[config.mk]
export PLATFORM = sky130hd
export DESIGN_NAME = backlight_flash_ramp_sequencer_flat
export DESIGN_NICKNAME = d
export VERILOG_FILES = /design/src/hdl/blfrs_pkg.sv /design/src/hdl/blfrs_ifs.sv /design/src/hdl/blfrs_seq.sv /design/src/hdl/backlight_flash_ramp_sequencer.sv /design/src/flat_wrapper.sv
export SDC_FILE = /design/constraint.sdc
export NUM_CORES = 1
export LEC_CHECK = 0
export BUFFER_PORTS_ARGS = -buffer_cell sky130_fd_sc_hd__buf_2
export CELL_PAD_IN_SITES_DETAIL_PLACEMENT = 1
export CELL_PAD_IN_SITES_GLOBAL_PLACEMENT = 1
export CORE_AREA = 2 2 268 270
export DETAILED_ROUTE_END_ITERATION = 7
export DIE_AREA = 0 0 270 272
export PLACE_DENSITY_LB_ADDON = 0.15
export SYNTH_ARGS = -nofsm -noshare
export SYNTH_HDL_FRONTEND = slang
export SYNTH_SLANG_ARGS = --single-unit
[constraint.sdc]
create_clock -name clk -period 35.7 [get_ports clk]
set_clock_uncertainty 0.2 [all_clocks]
set_input_delay 5.355 -clock clk [delete_from_list [all_inputs] [get_ports clk]]
set_output_delay 5.355 -clock clk [all_outputs]
set_load 0.05 [all_outputs]
[src/hdl/blfrs_pkg.sv]
// Shared types, constants and helpers for the backlight flash ramp sequencer.
package blfrs_pkg;

  // Field and register widths.
  localparam int LEVEL_W    = 12;
  localparam int RAMP_W     = 14;
  localparam int WAIT_W     = 8;
  localparam int HOLD_W     = 10;
  localparam int STEP_W     = 8;
  localparam int CFG_DATA_W = 12;
  localparam int CFG_IDX_W  = 3;

  // Ticks per hold wait and the saturation range of a written level.
  localparam int HOLD_WAIT_TICKS = 8;
  localparam int LEVEL_BITS      = 12;
  localparam int LEVEL_MAX       = (1 << LEVEL_BITS) - 1;

  // Operation codes of an input word.
  typedef enum logic [1:0] {
    OP_TICK     = 2'd0,
    OP_SET_MODE = 2'd1,
    OP_START    = 2'd2,
    OP_STOP     = 2'd3
  } op_t;

  // Mode codes; the fourth code is not a mode and is ignored on a set.
  localparam logic [1:0] MODE_OFF     = 2'd0;
  localparam logic [1:0] MODE_TRIGGER = 2'd1;
  localparam logic [1:0] MODE_EXIT    = 2'd2;
  localparam logic [1:0] MODE_BAD     = 2'd3;

  // Configuration register indexes.
  typedef enum logic [CFG_IDX_W-1:0] {
    CFG_START_LEVEL  = 3'd0,
    CFG_END_LEVEL    = 3'd1,
    CFG_UP_STEP      = 3'd2,
    CFG_BACK_STEP    = 3'd3,
    CFG_FP_CAP_LEVEL = 3'd4,
    CFG_HOLD_STEPS   = 3'd5,
    CFG_UP_WAIT      = 3'd6,
    CFG_BACK_WAIT    = 3'd7
  } cfg_idx_t;

  // Sequence phases, one-hot.
  typedef enum logic [7:0] {
    PH_IDLE      = 8'b0000_0001,
    PH_UP        = 8'b0000_0010,
    PH_HOLD      = 8'b0000_0100,
    PH_HOLD_END  = 8'b0000_1000,
    PH_BACK      = 8'b0001_0000,
    PH_BACK_UP   = 8'b0010_0000,
    PH_BACK_DOWN = 8'b0100_0000,
    PH_FINAL     = 8'b1000_0000
  } phase_t;

  // Configuration register set.
  typedef struct packed {
    logic [LEVEL_W-1:0] start_level;
    logic [LEVEL_W-1:0] end_level;
    logic [STEP_W-1:0]  up_step;
    logic [STEP_W-1:0]  back_step;
    logic [LEVEL_W-1:0] fp_cap_level;
    logic [HOLD_W-1:0]  hold_steps;
    logic [WAIT_W-1:0]  up_wait;
    logic [WAIT_W-1:0]  back_wait;
  } cfg_t;

  // Sequencer state carried between words.
  typedef struct packed {
    phase_t             phase;
    logic [RAMP_W-1:0]  ramp_level;
    logic [WAIT_W-1:0]  wait_count;
    logic [HOLD_W-1:0]  hold_count;
    logic [LEVEL_W-1:0] back_target;
  } seq_state_t;

  // Per-word steering of the sequencer.
  typedef struct packed {
    logic               exit_a;
    logic               exit_b;
    logic               hbm_on;
    logic [LEVEL_W-1:0] target_level;
  } seq_ctl_t;

  // What the sequencer reports for one word.
  typedef struct packed {
    logic               write_valid;
    logic [LEVEL_W-1:0] write_level;
    logic               finish_set;
  } seq_res_t;

  // Clamp a ramp level to the backlight range and cut it to the port width.
  function automatic logic [LEVEL_W-1:0] sat_level(input logic [RAMP_W-1:0] v);
    logic [LEVEL_W-1:0] res;
    if (int'(v) > LEVEL_MAX) begin
      res = LEVEL_W'(LEVEL_MAX);
    end else begin
      res = v[LEVEL_W-1:0];
    end
    return res;
  endfunction

endpackage

[src/hdl/blfrs_ifs.sv]
// Valid/ready channel interfaces for the input and result words.
interface blfrs_in_if import blfrs_pkg::*; ();
  logic               valid;
  logic               ready;
  logic [1:0]         op;
  logic [1:0]         mode_value;
  logic [LEVEL_W-1:0] target_level;
  logic               hbm_on;
  logic               power_on;

  modport source (output valid, op, mode_value, target_level, hbm_on, power_on,
                  input ready);
  modport sink (input valid, op, mode_value, target_level, hbm_on, power_on,
                output ready);
endinterface

interface blfrs_out_if import blfrs_pkg::*; ();
  logic               valid;
  logic               ready;
  logic               write_valid;
  logic [LEVEL_W-1:0] write_level;
  logic               finished;
  logic [1:0]         mode_now;
  logic               seq_active;

  modport source (output valid, write_valid, write_level, finished, mode_now, seq_active,
                  input ready);
  modport sink (input valid, write_valid, write_level, finished, mode_now, seq_active,
                output ready);
endinterface

[src/hdl/blfrs_seq.sv]
// Phase walker: runs sequence actions from a given phase until a write, a wait or idle.
module blfrs_seq import blfrs_pkg::*; (
  input  cfg_t       cfg,
  input  seq_ctl_t   ctl,
  input  seq_state_t st_in,
  output seq_state_t st_out,
  output seq_res_t   res
);

  // Longest chain of phase changes before an action must stop is five.
  localparam int SEQ_PASSES = 6;

  // Each pass handles one phase; passes after the stopping one leave everything alone.
  always_comb begin
    seq_state_t st;
    seq_res_t   r;
    logic       done;
    st   = st_in;
    r    = '0;
    done = 1'b0;
    for (int i = 0; i < SEQ_PASSES; i++) begin
      if (!done) begin
        unique case (st.phase)
          PH_UP: begin
            if (st.ramp_level >= RAMP_W'(cfg.end_level) || ctl.exit_a ||
                (ctl.hbm_on && st.ramp_level > RAMP_W'(cfg.fp_cap_level))) begin
              st.hold_count = cfg.hold_steps;
              st.phase      = PH_HOLD;
            end else begin
              r.write_valid = 1'b1;
              r.write_level = sat_level(st.ramp_level);
              st.ramp_level = st.ramp_level + RAMP_W'(cfg.up_step);
              st.wait_count = cfg.up_wait;
              done          = 1'b1;
            end
          end
          PH_HOLD: begin
            if (ctl.exit_a) begin
              st.phase = PH_BACK;
            end else begin
              st.wait_count = WAIT_W'(HOLD_WAIT_TICKS);
              if (st.hold_count == '0) begin
                st.phase = PH_HOLD_END;
              end else begin
                st.hold_count = st.hold_count - 1'b1;
              end
              done = 1'b1;
            end
          end
          PH_HOLD_END: begin
            st.phase = PH_BACK;
          end
          PH_BACK: begin
            st.back_target = ctl.target_level;
            if (st.ramp_level < RAMP_W'(ctl.target_level)) begin
              st.phase = PH_BACK_UP;
            end else if (st.ramp_level > RAMP_W'(ctl.target_level)) begin
              st.phase = PH_BACK_DOWN;
            end else begin
              st.phase = PH_FINAL;
            end
          end
          PH_BACK_UP: begin
            if (st.ramp_level >= RAMP_W'(st.back_target) || ctl.exit_b) begin
              st.phase = PH_FINAL;
            end else begin
              r.write_valid = 1'b1;
              r.write_level = sat_level(st.ramp_level);
              st.ramp_level = st.ramp_level + RAMP_W'(cfg.back_step);
              st.wait_count = cfg.back_wait;
              done          = 1'b1;
            end
          end
          PH_BACK_DOWN: begin
            if (st.ramp_level <= RAMP_W'(st.back_target) || ctl.exit_b) begin
              st.phase = PH_FINAL;
            end else begin
              r.write_valid = 1'b1;
              r.write_level = sat_level(st.ramp_level);
              // A step past zero lands on zero.
              if (st.ramp_level >= RAMP_W'(cfg.back_step)) begin
                st.ramp_level = st.ramp_level - RAMP_W'(cfg.back_step);
              end else begin
                st.ramp_level = '0;
              end
              st.wait_count = cfg.back_wait;
              done          = 1'b1;
            end
          end
          PH_FINAL: begin
            r.write_valid = 1'b1;
            r.write_level = ctl.target_level;
            r.finish_set  = 1'b1;
            st.phase      = PH_IDLE;
            st.wait_count = '0;
            done          = 1'b1;
          end
          default: begin
            st.phase = PH_IDLE;
            done     = 1'b1;
          end
        endcase
      end
    end
    st_out = st;
    res    = r;
  end

endmodule

[src/hdl/backlight_flash_ramp_sequencer.sv]
// A result word is registered and shown in the cycle after its input word is accepted.
// Throughput: one input word per cycle unless a stalled receiver holds the result register;
// the result register frees as it is taken, and the multi-pass phase walker is combinational.
// Reset (synchronous, rst_n low): registers return to their defaults, mode off,
// not running, finished set, sequence idle, no pending trigger, no result held.
module backlight_flash_ramp_sequencer import blfrs_pkg::*; (
  input  logic                  clk,
  input  logic                  rst_n,
  blfrs_in_if.sink              in_ch,
  blfrs_out_if.source           out_ch,
  input  logic                  cfg_we,
  input  logic [CFG_IDX_W-1:0]  cfg_index,
  input  logic [CFG_DATA_W-1:0] cfg_wdata
);

  cfg_t       cfg_r;
  logic [1:0] mode_r, mode_nxt;
  logic       running_r, running_nxt;
  logic       finish_r, finish_nxt;
  logic       retrig_r, retrig_nxt;
  seq_state_t seq_r, seq_nxt;

  seq_state_t seq_in, seq_out;
  seq_ctl_t   seq_ctl;
  seq_res_t   seq_res;
  logic       run_seq;
  logic       in_acc;
  logic [WAIT_W-1:0] wait_dec;

  logic               out_valid_r;
  logic               wr_valid_r, wr_valid_nxt;
  logic [LEVEL_W-1:0] wr_level_r, wr_level_nxt;
  logic               fin_out_r;
  logic [1:0]         mode_out_r;
  logic               active_r;

  // Input is taken whenever the result register is empty or being emptied.
  assign in_ch.ready = !out_valid_r || out_ch.ready;
  assign in_acc      = in_ch.valid && in_ch.ready;

  // Configuration writes.
  always_ff @(posedge clk) begin
    if (!rst_n) begin
      cfg_r.start_level  <= LEVEL_W'(2);
      cfg_r.end_level    <= LEVEL_W'(236);
      cfg_r.up_step      <= STEP_W'(1);
      cfg_r.back_step    <= STEP_W'(6);
      cfg_r.fp_cap_level <= LEVEL_W'(255);
      cfg_r.hold_steps   <= HOLD_W'(600);
      cfg_r.up_wait      <= WAIT_W'(1);
      cfg_r.back_wait    <= WAIT_W'(6);
    end else if (cfg_we) begin
      unique case (cfg_idx_t'(cfg_index))
        CFG_START_LEVEL:  cfg_r.start_level  <= cfg_wdata[LEVEL_W-1:0];
        CFG_END_LEVEL:    cfg_r.end_level    <= cfg_wdata[LEVEL_W-1:0];
        CFG_UP_STEP:      cfg_r.up_step      <= cfg_wdata[STEP_W-1:0];
        CFG_BACK_STEP:    cfg_r.back_step    <= cfg_wdata[STEP_W-1:0];
        CFG_FP_CAP_LEVEL: cfg_r.fp_cap_level <= cfg_wdata[LEVEL_W-1:0];
        CFG_HOLD_STEPS:   cfg_r.hold_steps   <= cfg_wdata[HOLD_W-1:0];
        CFG_UP_WAIT:      cfg_r.up_wait      <= cfg_wdata[WAIT_W-1:0];
        CFG_BACK_WAIT:    cfg_r.back_wait    <= cfg_wdata[WAIT_W-1:0];
        default:          cfg_r              <= cfg_r;
      endcase
    end
  end

  // Exit conditions seen by the phase walker.
  assign seq_ctl.exit_a       = (mode_r == MODE_OFF) || (mode_r == MODE_EXIT) || !running_r;
  assign seq_ctl.exit_b       = (mode_r == MODE_EXIT) || !running_r;
  assign seq_ctl.hbm_on       = in_ch.hbm_on;
  assign seq_ctl.target_level = in_ch.target_level;

  assign wait_dec = (seq_r.wait_count != '0) ? seq_r.wait_count - 1'b1 : seq_r.wait_count;

  blfrs_seq u_seq (
    .cfg    (cfg_r),
    .ctl    (seq_ctl),
    .st_in  (seq_in),
    .st_out (seq_out),
    .res    (seq_res)
  );

  // Decode one word: control updates and the entry point for the phase walker.
  always_comb begin
    mode_nxt    = mode_r;
    running_nxt = running_r;
    finish_nxt  = finish_r;
    retrig_nxt  = retrig_r;
    seq_in      = seq_r;
    run_seq     = 1'b0;
    unique case (op_t'(in_ch.op))
      OP_TICK: begin
        if (seq_r.phase == PH_IDLE) begin
          if (retrig_r) begin
            retrig_nxt = 1'b0;
            if (in_ch.power_on && mode_r == MODE_TRIGGER && running_r) begin
              seq_in.ramp_level = RAMP_W'(cfg_r.start_level);
              seq_in.phase      = PH_UP;
              run_seq           = 1'b1;
            end
          end
        end else begin
          seq_in.wait_count = wait_dec;
          run_seq           = (wait_dec == '0);
        end
      end
      OP_SET_MODE: begin
        if (in_ch.mode_value != MODE_BAD && in_ch.mode_value != mode_r) begin
          mode_nxt = in_ch.mode_value;
          if (in_ch.mode_value == MODE_TRIGGER && running_r) begin
            finish_nxt = 1'b0;
            retrig_nxt = 1'b1;
          end
        end
      end
      OP_START: begin
        running_nxt = 1'b1;
        if (mode_r == MODE_TRIGGER) begin
          finish_nxt = 1'b0;
          retrig_nxt = 1'b1;
        end
      end
      OP_STOP: begin
        finish_nxt  = 1'b1;
        running_nxt = 1'b0;
        retrig_nxt  = 1'b0;
        if (seq_r.phase != PH_IDLE) begin
          seq_in.phase = PH_FINAL;
          run_seq      = 1'b1;
        end
      end
      default: begin
        run_seq = 1'b0;
      end
    endcase

    // Merge the walker's outcome.
    seq_nxt      = run_seq ? seq_out : seq_in;
    wr_valid_nxt = run_seq && seq_res.write_valid;
    wr_level_nxt = wr_valid_nxt ? seq_res.write_level : '0;
    if (run_seq && seq_res.finish_set) begin
      finish_nxt = 1'b1;
    end
  end

  // Sequencer state.
  always_ff @(posedge clk) begin
    if (!rst_n) begin
      mode_r          <= MODE_OFF;
      running_r       <= 1'b0;
      finish_r        <= 1'b1;
      retrig_r        <= 1'b0;
      seq_r.phase       <= PH_IDLE;
      seq_r.ramp_level  <= '0;
      seq_r.wait_count  <= '0;
      seq_r.hold_count  <= '0;
      seq_r.back_target <= '0;
    end else if (in_acc) begin
      mode_r    <= mode_nxt;
      running_r <= running_nxt;
      finish_r  <= finish_nxt;
      retrig_r  <= retrig_nxt;
      seq_r     <= seq_nxt;
    end
  end

  // Result register.
  always_ff @(posedge clk) begin
    if (!rst_n) begin
      out_valid_r <= 1'b0;
    end else if (in_acc) begin
      out_valid_r <= 1'b1;
    end else if (out_ch.ready) begin
      out_valid_r <= 1'b0;
    end
  end

  always_ff @(posedge clk) begin
    if (in_acc) begin
      wr_valid_r <= wr_valid_nxt;
      wr_level_r <= wr_level_nxt;
      fin_out_r  <= finish_nxt;
      mode_out_r <= mode_nxt;
      active_r   <= (seq_nxt.phase != PH_IDLE);
    end
  end

  assign out_ch.valid       = out_valid_r;
  assign out_ch.write_valid = wr_valid_r;
  assign out_ch.write_level = wr_level_r;
  assign out_ch.finished    = fin_out_r;
  assign out_ch.mode_now    = mode_out_r;
  assign out_ch.seq_active  = active_r;

endmodule

[src/flat_wrapper.sv]
// flat-port wrapper written by rule: the top's interface ports become plain ports
module backlight_flash_ramp_sequencer_flat import blfrs_pkg::*;
  (clk, rst_n, cfg_we, cfg_index, cfg_wdata, in_ch_valid, in_ch_op, in_ch_mode_value, in_ch_target_level, in_ch_hbm_on, in_ch_power_on, in_ch_ready, out_ch_valid, out_ch_write_valid, out_ch_write_level, out_ch_finished, out_ch_mode_now, out_ch_seq_active, out_ch_ready);
  blfrs_in_if in_ch_i ();
  blfrs_out_if out_ch_i ();
  input  logic clk;
  input  logic rst_n;
  input  logic cfg_we;
  input  logic [CFG_IDX_W-1:0] cfg_index;
  input  logic [CFG_DATA_W-1:0] cfg_wdata;
  input wire logic [$bits(in_ch_i.valid)-1:0] in_ch_valid;
  input wire logic [$bits(in_ch_i.op)-1:0] in_ch_op;
  input wire logic [$bits(in_ch_i.mode_value)-1:0] in_ch_mode_value;
  input wire logic [$bits(in_ch_i.target_level)-1:0] in_ch_target_level;
  input wire logic [$bits(in_ch_i.hbm_on)-1:0] in_ch_hbm_on;
  input wire logic [$bits(in_ch_i.power_on)-1:0] in_ch_power_on;
  output wire logic [$bits(in_ch_i.ready)-1:0] in_ch_ready;
  output wire logic [$bits(out_ch_i.valid)-1:0] out_ch_valid;
  output wire logic [$bits(out_ch_i.write_valid)-1:0] out_ch_write_valid;
  output wire logic [$bits(out_ch_i.write_level)-1:0] out_ch_write_level;
  output wire logic [$bits(out_ch_i.finished)-1:0] out_ch_finished;
  output wire logic [$bits(out_ch_i.mode_now)-1:0] out_ch_mode_now;
  output wire logic [$bits(out_ch_i.seq_active)-1:0] out_ch_seq_active;
  input wire logic [$bits(out_ch_i.ready)-1:0] out_ch_ready;
  assign in_ch_i.valid = in_ch_valid;
  assign in_ch_i.op = in_ch_op;
  assign in_ch_i.mode_value = in_ch_mode_value;
  assign in_ch_i.target_level = in_ch_target_level;
  assign in_ch_i.hbm_on = in_ch_hbm_on;
  assign in_ch_i.power_on = in_ch_power_on;
  assign in_ch_ready = in_ch_i.ready;
  assign out_ch_valid = out_ch_i.valid;
  assign out_ch_write_valid = out_ch_i.write_valid;
  assign out_ch_write_level = out_ch_i.write_level;
  assign out_ch_finished = out_ch_i.finished;
  assign out_ch_mode_now = out_ch_i.mode_now;
  assign out_ch_seq_active = out_ch_i.seq_active;
  assign out_ch_i.ready = out_ch_ready;
  backlight_flash_ramp_sequencer u_core (.clk(clk), .rst_n(rst_n), .in_ch(in_ch_i), .out_ch(out_ch_i), .cfg_we(cfg_we), .cfg_index(cfg_index), .cfg_wdata(cfg_wdata));
endmodule
Yosys cells after proc, flatten, opt, wreduce, memory -nomap -nowiden
Index checks and enable logic that the tools add are counted.
Storage, ports and cells
  input bits: 38
  register bits after elaboration: 153
Operators by class
  $add $sub $neg: 25
  equality and inequality tests: 64
  mux-type cells: 214
  $lt $le $gt $ge: 48
  reduce and logical (&&, ||, !) cells: 72
Operators by type and width (number)
  two-way mux 22 bit: 22
  two-way mux 8 bit: 45
  two-way mux 52 bit: 6
  case mux 13 bit (4 select lines): 6
  case mux 8 bit (6 select lines): 6
  case mux 14 bit (3 select lines): 6
  case mux 8 bit (5 select lines): 6
  two-way mux 13 bit: 18
  adder 14 x 8 -> 14 bit: 12
  greater-or-equal comparator 14 x 12 -> 1 bit: 12
  greater-than comparator 14 x 12 -> 1 bit: 12
  two-way mux 14 bit: 11
  two-way mux 12 bit: 12
  two-way mux 10 bit: 12
  case mux 10 bit (2 select lines): 6
  two-way mux 18 bit: 6
  greater-or-equal comparator 14 x 8 -> 1 bit: 6
  greater-than comparator 14 x 12 -> 1 bit, second input constant: 6
  <= comparator 14 x 12 -> 1 bit: 6
  < comparator 14 x 12 -> 1 bit: 6
  subtractor 14 x 8 -> 14 bit: 6
  logical NOT 10 bit: 6
  subtractor 10 x 1 -> 10 bit, second input constant: 6
  equality test 8 x 2 -> 1 bit, second input constant: 6
  35 further kinds: 177

Longest topological paths before layout
Gate-level depths: netlist of run 1.
  depth after elaboration: 44
  gate-level depth with buffers: 76
  depth with buffers taken out: 71

Modules after synthesis
From an unflattened synthesis of run 1, not the netlist that was laid out.
Unflattened totals
  cells, all modules: 2801
  area total of the unflattened synthesis: 20462.1 µm²
By module, submodules not included
  blfrs_seq: area each 13640.6 µm², times used 1, cells each 1976, seq. area each 0.0 µm²
  backlight_flash_ramp_sequencer: area each 6821.5 µm², times used 1, cells each 825, seq. area each 3233.1 µm²

Worst setup path after synthesis of run 1
OpenSTA, ideal clock, no wires.
  path kind: input-to-reg
  start: input port in_ch_op[0]
  end: register u_core.wr_level_r[0], in the netlist u_core.out_ch.write_level[0], data pin
  stages on the path: 71
  data arrival time: 19.100 ns
  slack: 16.142 ns
  required time: 35.242 ns
  path through: inv_1 > ha_1 > and3b_1 > and4_1 > buf_2 > buf_1 > mux2i_1 > inv_1 > ha_1 > nand4_1 > o21ai_0 > o32ai_1 > and2_0 > clkbuf_1 > a21oi_1 > o21ai_1 > nor2_1 > a211oi_1 > [... 35 more ...] > o21a_1 > o21a_1 > o21a_1 > o21a_1 > o21a_1 > o21a_1 > o21a_1 > o21a_1 > o21ai_0 > nand2b_1 > a21oi_1 > nand2_1 > o21bai_1 > a221o_1 > nand2b_1 > o21ai_1 > buf_2 > nor2_1
Between the ends
  word-level cells in the longest chain between the ends: 38
RTL lines
  from (decl): line flat_wrapper.sv:12  | input wire logic [$bits(in_ch_i.op)-1:0] in_ch_op;
  branches (longest 38 deep; another with subtractor 14 x 8 -> 14 bit)
  to (signal assigned): line backlight_flash_ramp_sequencer.sv:181  | wr_level_r <= wr_level_nxt;
  to (decl): line backlight_flash_ramp_sequencer.sv:32  | logic [LEVEL_W-1:0] wr_level_r, wr_level_nxt;
Several ways; the timed one is not identified.
A chain may end at the register's enable or synchronous reset.

Worst setup path after layout of run 1
Same ends and word-level chain as after synthesis.

==> results.json, run 1 <==
{
  "synth_top_family_by_area": "compound AO/OA/AOI/OAI gates",
  "async_reset_ff_share_pct": 0,
  "rsz0062_at_grt": "false",
  "antenna_found_initial": 10,
  "syn_inst": 2942,
  "cts.clk_slew.worst_paths_ns": 0.09,
  "regToRegEndpoint": "u_core.out_ch.write_level[0]",
  "worstReg2RegStart": "u_core.seq_r[45]",
  "cp-startpoint": "in_ch_op[0]",
  "status": "finished clean",
  "cts_sinks": 153,
  "synth_compound_area_share_pct": 31.35,
  "path_common_cell": "o21a_1",
  "slew_viol_final": 0,
  "p_total_mw": 0.5448,
  "path_delay_family": "compound AO/OA/AOI/OAI gates",
  "relSlewSlack_pct": 14.57,
  "wire_per_inst_um": 32.84,
  "htreeDepth": 4,
  "drt_first_pass_iters": 6,
  "clock-root-buffer": "clkbuf_16",
  "clk_latency_ns": 0.51,
  "cts_tree": "yes",
  "syn_area_um2": 20970,
  "path_buf_inv": 6,
  "fin_crit_ns": 25.23,
  "met2_length_um": 56690,
  "synth-edff-count": 17,
  "drtIter0Drc": 2850,
  "yosys.area_share.adder_pct": 17.97,
  "ctsResizeCount": 0,
  "synth_top_area_share_pct": 16.83,
  "antenna_left": 0,
  "fp-row-count": 98,
  "avgViaCountPerCell": 6.403,
  "die-width_um": 270,
  "critPathMaxStageDelay_ns": 1.03,
  "grt.total_usage_pct": 34.39,
  "cts_setup_buffers": 0,
  "hold_viol": 0,
  "synth_ff_type": "dfxtp_1",
  "crit_required_ns": 35.69,
  "yosysUniqueCellTypes": 109,
  "maxCapViolations": 0,
  "crit_end": "u_core.out_ch.write_level[0]",
  "power.density_cell_area_nw_per_um2": 23.48,
  "dr_wl_met3_um": 10570,
  "port_buffers": 56,
  "final_cell_mix": "373 x nand2_1, 282 x ha_1, 278 x a21oi_1",
  "grt_first_pass_wirelength_um": 183600,
  "min_path_type": "register to register",
  "first_global_vias": 24930,
  "grt.overflow.total": 0,
  "syn-num-nets": 3274,
  "fin_tns_setup_ns": 0,
  "grt_max_degree": 55,
  "ys_seq_elements": 153,
  "wl_met1_um": 56620,
  "route.detailed.drc": 0,
  "io_pins": 57,
  "ff2ff_path_depth": 62,
  "start_kind": "primary input",
  "r2r_setup_slack_ns": 14.93,
  "slowest_stage": "o21ai_1",
  "nets": 3311,
  "area_growth_pct": 10.64,
  "die_y_um": 272,
  "numCtsBuffers": 17,
  "floorplan.initialDensity_pct": 29.64,
  "fin_crit_sh_pct": 70.67,
  "synth_mux_area_share_pct": 1.796,
  "cellLeakagePower_nw": 9.869,
  "worst-path-max-fanout": 20,
  "globalplace.congestion": 1.016,
  "worst_pin_slew_ns": 1.273,
  "max_freq_mhz": 39.64,
  "synthSimpleGateAreaFrac_pct": 26.67,
  "critical_path_class": "primary input to register",
  "syn_area_per_cell_um2": 7.127,
  "top_layer": "met5",
  "yosys_warnings": 0,
  "finalSetupViolCount": 0,
  "synthXorXnorAreaFrac_pct": 1.796,
  "cts_buffer_depth": 2,
  "dp_hpwl_um": 105900,
  "core_area_um2": 70750,
  "crit_path_end_kind": "register",
  "drive_gt1_share_pct": 8.523,
  "vias": 25270,
  "finalWirelength_um": 129600,
  "yosysSeqAreaShare_pct": 15.42,
  "yosys-top-cells-area": "ha_1 17%, dfxtp_1 13%, nand2_1 6.7%",
  "yosys.area.top_type": "ha_1",
  "cp.depth": 65,
  "final_common_cell": "nand2_1",
  "ir_worst_vdd_v": 0.00002440,
  "arrival_ns": 25.22,
  "dieArea_um2": 73440,
  "holdBufCountCts": 0
}
cell usage after synthesis (26+ instances only):
master      n
a211oi_1   59
a21o_1     62
a21oi_1   278
a22oi_1    27
a31oi_1    27
and3_1     29
clkbuf_1   95
dfxtp_1   136
ha_1      282
inv_1     145
nand2_1   373
nand2b_1   44
nand3_1   115
nand4_1    59
nor2_1    264
nor2b_1    49
nor3_1     59
nor4_1     28
o211ai_1   41
o21a_1     52
o21ai_0   179
o22ai_1    26
xnor2_1    31
cell type report:
type	instances	area [µm²]
clock buffers	19	442.9
repair buffers	138	895.9
fillers	8839	47550
clock inverters	13	135.1
multi-input cells	2519	16730
well taps	950	1189
inverters	150	564.3
diodes	4	10.01
flip-flops and latches	153	3233
through the flow:
step / instance area, µm² / setup slack (ns) / util, % / std cells / hold slack [ns]
floorplan: 20970 / 16.14 / - / 2942 / 0.2329
global placement: 22610 / 11.06 / 31.96 / 3910 / 0.2447
detailed placement: 22610 / 10.43 / 31.96 / 3910 / 0.2530
CTS: 23190 / 10.91 / 32.78 / 3942 / 0.2627
global route: 23190 / 9.818 / 32.78 / 3942 / 0.2715
finish: 23200 / 10.47 / 32.79 / 3946 / 0.2606
worst min path at each step:
stage                     start                to  slack [ns]  cells past startpoint
2_1_floorplan  u_core.cfg_r[18]  u_core.cfg_r[18]        0.23                      2
3_3_place_gp   u_core.cfg_r[65]  u_core.cfg_r[65]        0.24                      2
3_5_place_dp   u_core.cfg_r[35]  u_core.cfg_r[35]        0.25                      2
4_1_cts        u_core.cfg_r[35]  u_core.cfg_r[35]        0.26                      2
5_1_grt        u_core.cfg_r[35]  u_core.cfg_r[35]        0.27                      2
6_report       u_core.cfg_r[63]  u_core.cfg_r[63]        0.26                      2
per-layer routing:
| metal | GRT usage (%) | up-vias |
|---|---|---|
| li1 | - | 11030 |
| met2 | 54.15 | 1248 |
| met3 | 4.875 | 226 |
| met5 | 0 | - |
| met1 | 46.79 | 12760 |
| met4 | 14.75 | 2 |
sequential cells by signal, indices dropped and copies added (netlist names):
name                       flops
u_core.finish_r                1
u_core.running_r               1
u_core.cfg_r                  78
u_core.out_ch.seq_active       1
u_core.seq_in                 22
u_core.seq_r                  30
u_core.out_ch.write_valid      1
u_core.out_ch.write_level     12
u_core.out_ch.finished         1
u_core.retrig_r                1
u_core.out_ch.mode_now         2
u_core.mode_r                  2
u_core.out_ch.valid            1
worst register-to-register path, delay by kind of cell, from the launching register on:
kind / cells / cell delay, ns
AO/OA/AOI/OAI: 33 / 10.19
adder cells (fa/ha/maj): 4 / 1.73
buffers and inverters: 4 / 1.44
flip-flops: 1 / 0.49
multiplexers: 1 / 0.67
AND/OR/NAND/NOR: 20 / 5.75
power breakdown:
part,switching (mW),internal (mW)
logic,0.105,0.0460
clock network,0.106,0.100
registers,0.00787,0.179
kinds of logic after synthesis:
group                    Yosys count
adder cells (fa/ha/maj)          294
flip-flops                       153
AO/OA/AOI/OAI                    999
buffers and inverters            270
AND/OR/NAND/NOR                 1147
XOR/XNOR                          43
multiplexers                      36
Note: power is estimated with default switching activity, not from simulation.
==> inputs of run 2 (changes only) <==
--- a/config.mk
+++ b/config.mk
@@ -5,12 +5,13 @@
 export SDC_FILE = /design/constraint.sdc
 export NUM_CORES = 1
 export LEC_CHECK = 0
+export ABC_AREA = 1
 export BUFFER_PORTS_ARGS = -buffer_cell sky130_fd_sc_hd__buf_2
 export CELL_PAD_IN_SITES_DETAIL_PLACEMENT = 1
 export CELL_PAD_IN_SITES_GLOBAL_PLACEMENT = 1
-export CORE_AREA = 2 2 268 270
+export CORE_AREA = 2 2 273 275
 export DETAILED_ROUTE_END_ITERATION = 7
-export DIE_AREA = 0 0 270 272
+export DIE_AREA = 0 0 275 277
 export PLACE_DENSITY_LB_ADDON = 0.15
 export SYNTH_ARGS = -nofsm -noshare
 export SYNTH_HDL_FRONTEND = slang
==> constraint.sdc (replaced) <==
create_clock -name clk -period 23.2 [get_ports clk]
set_clock_uncertainty 0.2 [all_clocks]
set_input_delay 3.48 -clock clk [delete_from_list [all_inputs] [get_ports clk]]
set_output_delay 3.48 -clock clk [all_outputs]
set_load 0.05 [all_outputs]
==> results.json, run 2 <==
{
  "clock-root-buffer": "clkbuf_16",
  "cts.clk_slew.worst_paths_ns": 0.08,
  "die-width_um": 275,
  "max_freq_mhz": 49.79,
  "drt_first_pass_iters": 5,
  "antenna_found_initial": 5,
  "path_common_cell": "inv_1",
  "relSlewSlack_pct": 15.17,
  "timing.final.ws_setup_ns": 3.114,
  "rsz0062_at_grt": "false",
  "cts_tree": "yes",
  "synthTopCellsByCount": "769 x nand2_1, 425 x inv_1, 296 x a21oi_1",
  "nets": 3779,
  "dp_slack_ns": 2.895,
  "io_pins": 57,
  "antenna_left": 0,
  "r2r_setup_slack_ns": 6.07,
  "drive_gt1_share_pct": 9.437,
  "min_path_type": "register to register",
  "grt.overflow.total": 0,
  "floorplan.initialDensity_pct": 29.55,
  "arrival_ns": 20.13,
  "fin_tns_setup_ns": 0,
  "worst-path-max-fanout": 22,
  "async_reset_ff_share_pct": 0,
  "synth-edff-count": 17,
  "finalWirelength_um": 119400,
  "cellLeakagePower_nw": 11.62,
  "cts_sinks": 153,
  "yosysMostFrequentCell": "nand2_1",
  "clk_latency_ns": 0.50,
  "htreeDepth": 4,
  "vias": 24980,
  "antenna_cells": 0,
  "worstHoldPathCells": 2,
  "fp-row-count": 100,
  "yosys-top-cells-area": "ha_1 16%, nand2_1 13%, dfxtp_1 13%",
  "first_global_vias": 24020,
  "start_kind": "primary input",
  "port_buffers": 56,
  "numCtsBuffers": 17,
  "syn_inst": 3448,
  "regMostFlops": "u_core.cfg_r",
  "crit_path_end_kind": "register",
  "avgViaCountPerCell": 5.633,
  "nFillCells": 9596,
  "ys_seq_elements": 153,
  "ir_worst_vdd_v": 0.00005899,
  "slew_viol_final": 0,
  "dp_hpwl_um": 94870,
  "yosysUniqueCellTypes": 72,
  "hold_viol": 0,
  "final_cell_mix": "768 x nand2_1, 425 x inv_1, 296 x a21oi_1",
  "final_common_cell": "nand2_1",
  "yosys.area.top_type": "ha_1",
  "critPathMaxStageDelay_ns": 0.68,
  "grt.total_usage_pct": 30.92,
  "critical_path_class": "primary input to register",
  "largest_reg_flops": 78,
  "syn_area_um2": 21740,
  "finalSetupViolCount": 0,
  "status": "finished clean",
  "area_growth_pct": 8.730,
  "core_area_um2": 73570,
  "wire_per_inst_um": 26.93,
  "route.detailed.drc": 0,
  "cts_buffer_depth": 2,
  "dieArea_um2": 76180,
  "grt_max_degree": 59,
  "cts_setup_buffers": 0,
  "holdWs_ns": 0.2718,
  "power.density_cell_area_nw_per_um2": 47.38,
  "worst_pin_slew_ns": 1.259,
  "die_y_um": 277,
  "globalplace.congestion": 0.9915,
  "fin_crit_sh_pct": 86.58,
  "synth_ff_type": "dfxtp_1",
  "ff2ff_path_depth": 69,
  "grt_first_pass_wirelength_um": 171200,
  "p_total_mw": 1.120,
  "drtIter0Drc": 2261,
  "slowest_stage": "o21ai_0",
  "finalNonFillerCells": 4434,
  "fin_crit_ns": 20.09,
  "syn-num-nets": 3775,
  "synth_top_area_share_pct": 16.00,
  "yosysSeqAreaShare_pct": 14.87,
  "syn_area_per_cell_um2": 6.305,
  "yosys_warnings": 0,
  "crit_required_ns": 23.24,
  "dp.cells": 4402,
  "ctsResizeCount": 0,
  "holdBufCountCts": 0,
  "maxCapViolations": 0
}
-- run 2: cell types whose count changed in the layout (fill, tap and decap cells not counted), sizes merged, moves of 38 or more --
cell,previous run,this run
a211oi,60,11
a21o,63,2
buf,138,94
inv,154,460
nand2,374,820
nand2b,44,0
nand3,115,247
nor2b,49,0
o21a,52,11
o21ai,202,337
xor2,12,50
-- run 2: cell type report --
type | count | area [µm²] | area share [%]
flip-flops and latches | 153 | 3233 | 13.68
multi-input cells | 2718 | 16280 | 68.86
inverters | 468 | 1765 | 7.468
clock buffers | 18 | 429.2 | 1.815
repair buffers | 94 | 565.5 | 2.392
clock inverters | 14 | 156.4 | 0.6616
well taps | 969 | 1212 | 5.129
-- run 2: final timing paths --
kind / startpoint / endpoint
max reg2reg: u_core.seq_r[44] / u_core.out_ch.finished
min: u_core.seq_r[35] / u_core.seq_r[35]
max: in_ch_op[0] / u_core.out_ch.finished
min reg2reg: u_core.seq_r[35] / u_core.seq_r[35]
-- run 2: logic make-up (layout without fill, tap and decap cells) --
| logic type | count (synthesis) | after routing | share of synthesized area, % |
|---|---|---|---|
| AOI/OAI and AO/OA | 857 | 857 | 22.62 |
| muxes | 1 | 1 | 0.04604 |
| xor gates and xnor gates | 61 | 61 | 2.457 |
| buffers and inverters | 577 | 594 | 10.38 |
| DFF | 153 | 153 | 14.87 |
| and+or+nand+nor | 1510 | 1510 | 32.61 |
| adders and majority gates | 289 | 289 | 17.01 |
-- run 2: per-layer routing --
layer / wire length, µm / GRT usage [%]
met4: 4005 / 10.16
met5: 13 / 0
met3: 7252 / 4.240
met1: 56220 / 44.32
met2: 51910 / 47.20
-- run 2: metrics by stage --
step / util (%) / area (µm²)
3_3_place_gp: 31.34 / 23050
3_5_place_dp: 31.34 / 23050
5_1_grt: 32.13 / 23640
4_1_cts: 32.13 / 23640
6_report: 32.13 / 23640
2_1_floorplan: - / 21740
-- run 2: critical path: cells and delay by family --
family          cells  cell delay, ns
simple gates       26            5.41
compound gates     24            5.24
buf+inv            13            3.82
fa+ha+maj           5            2.11
-- run 2: power breakdown --
part / switching [mW] / internal [mW]
sequential: 0.0137 / 0.280
clock: 0.144 / 0.152
combinational: 0.380 / 0.150
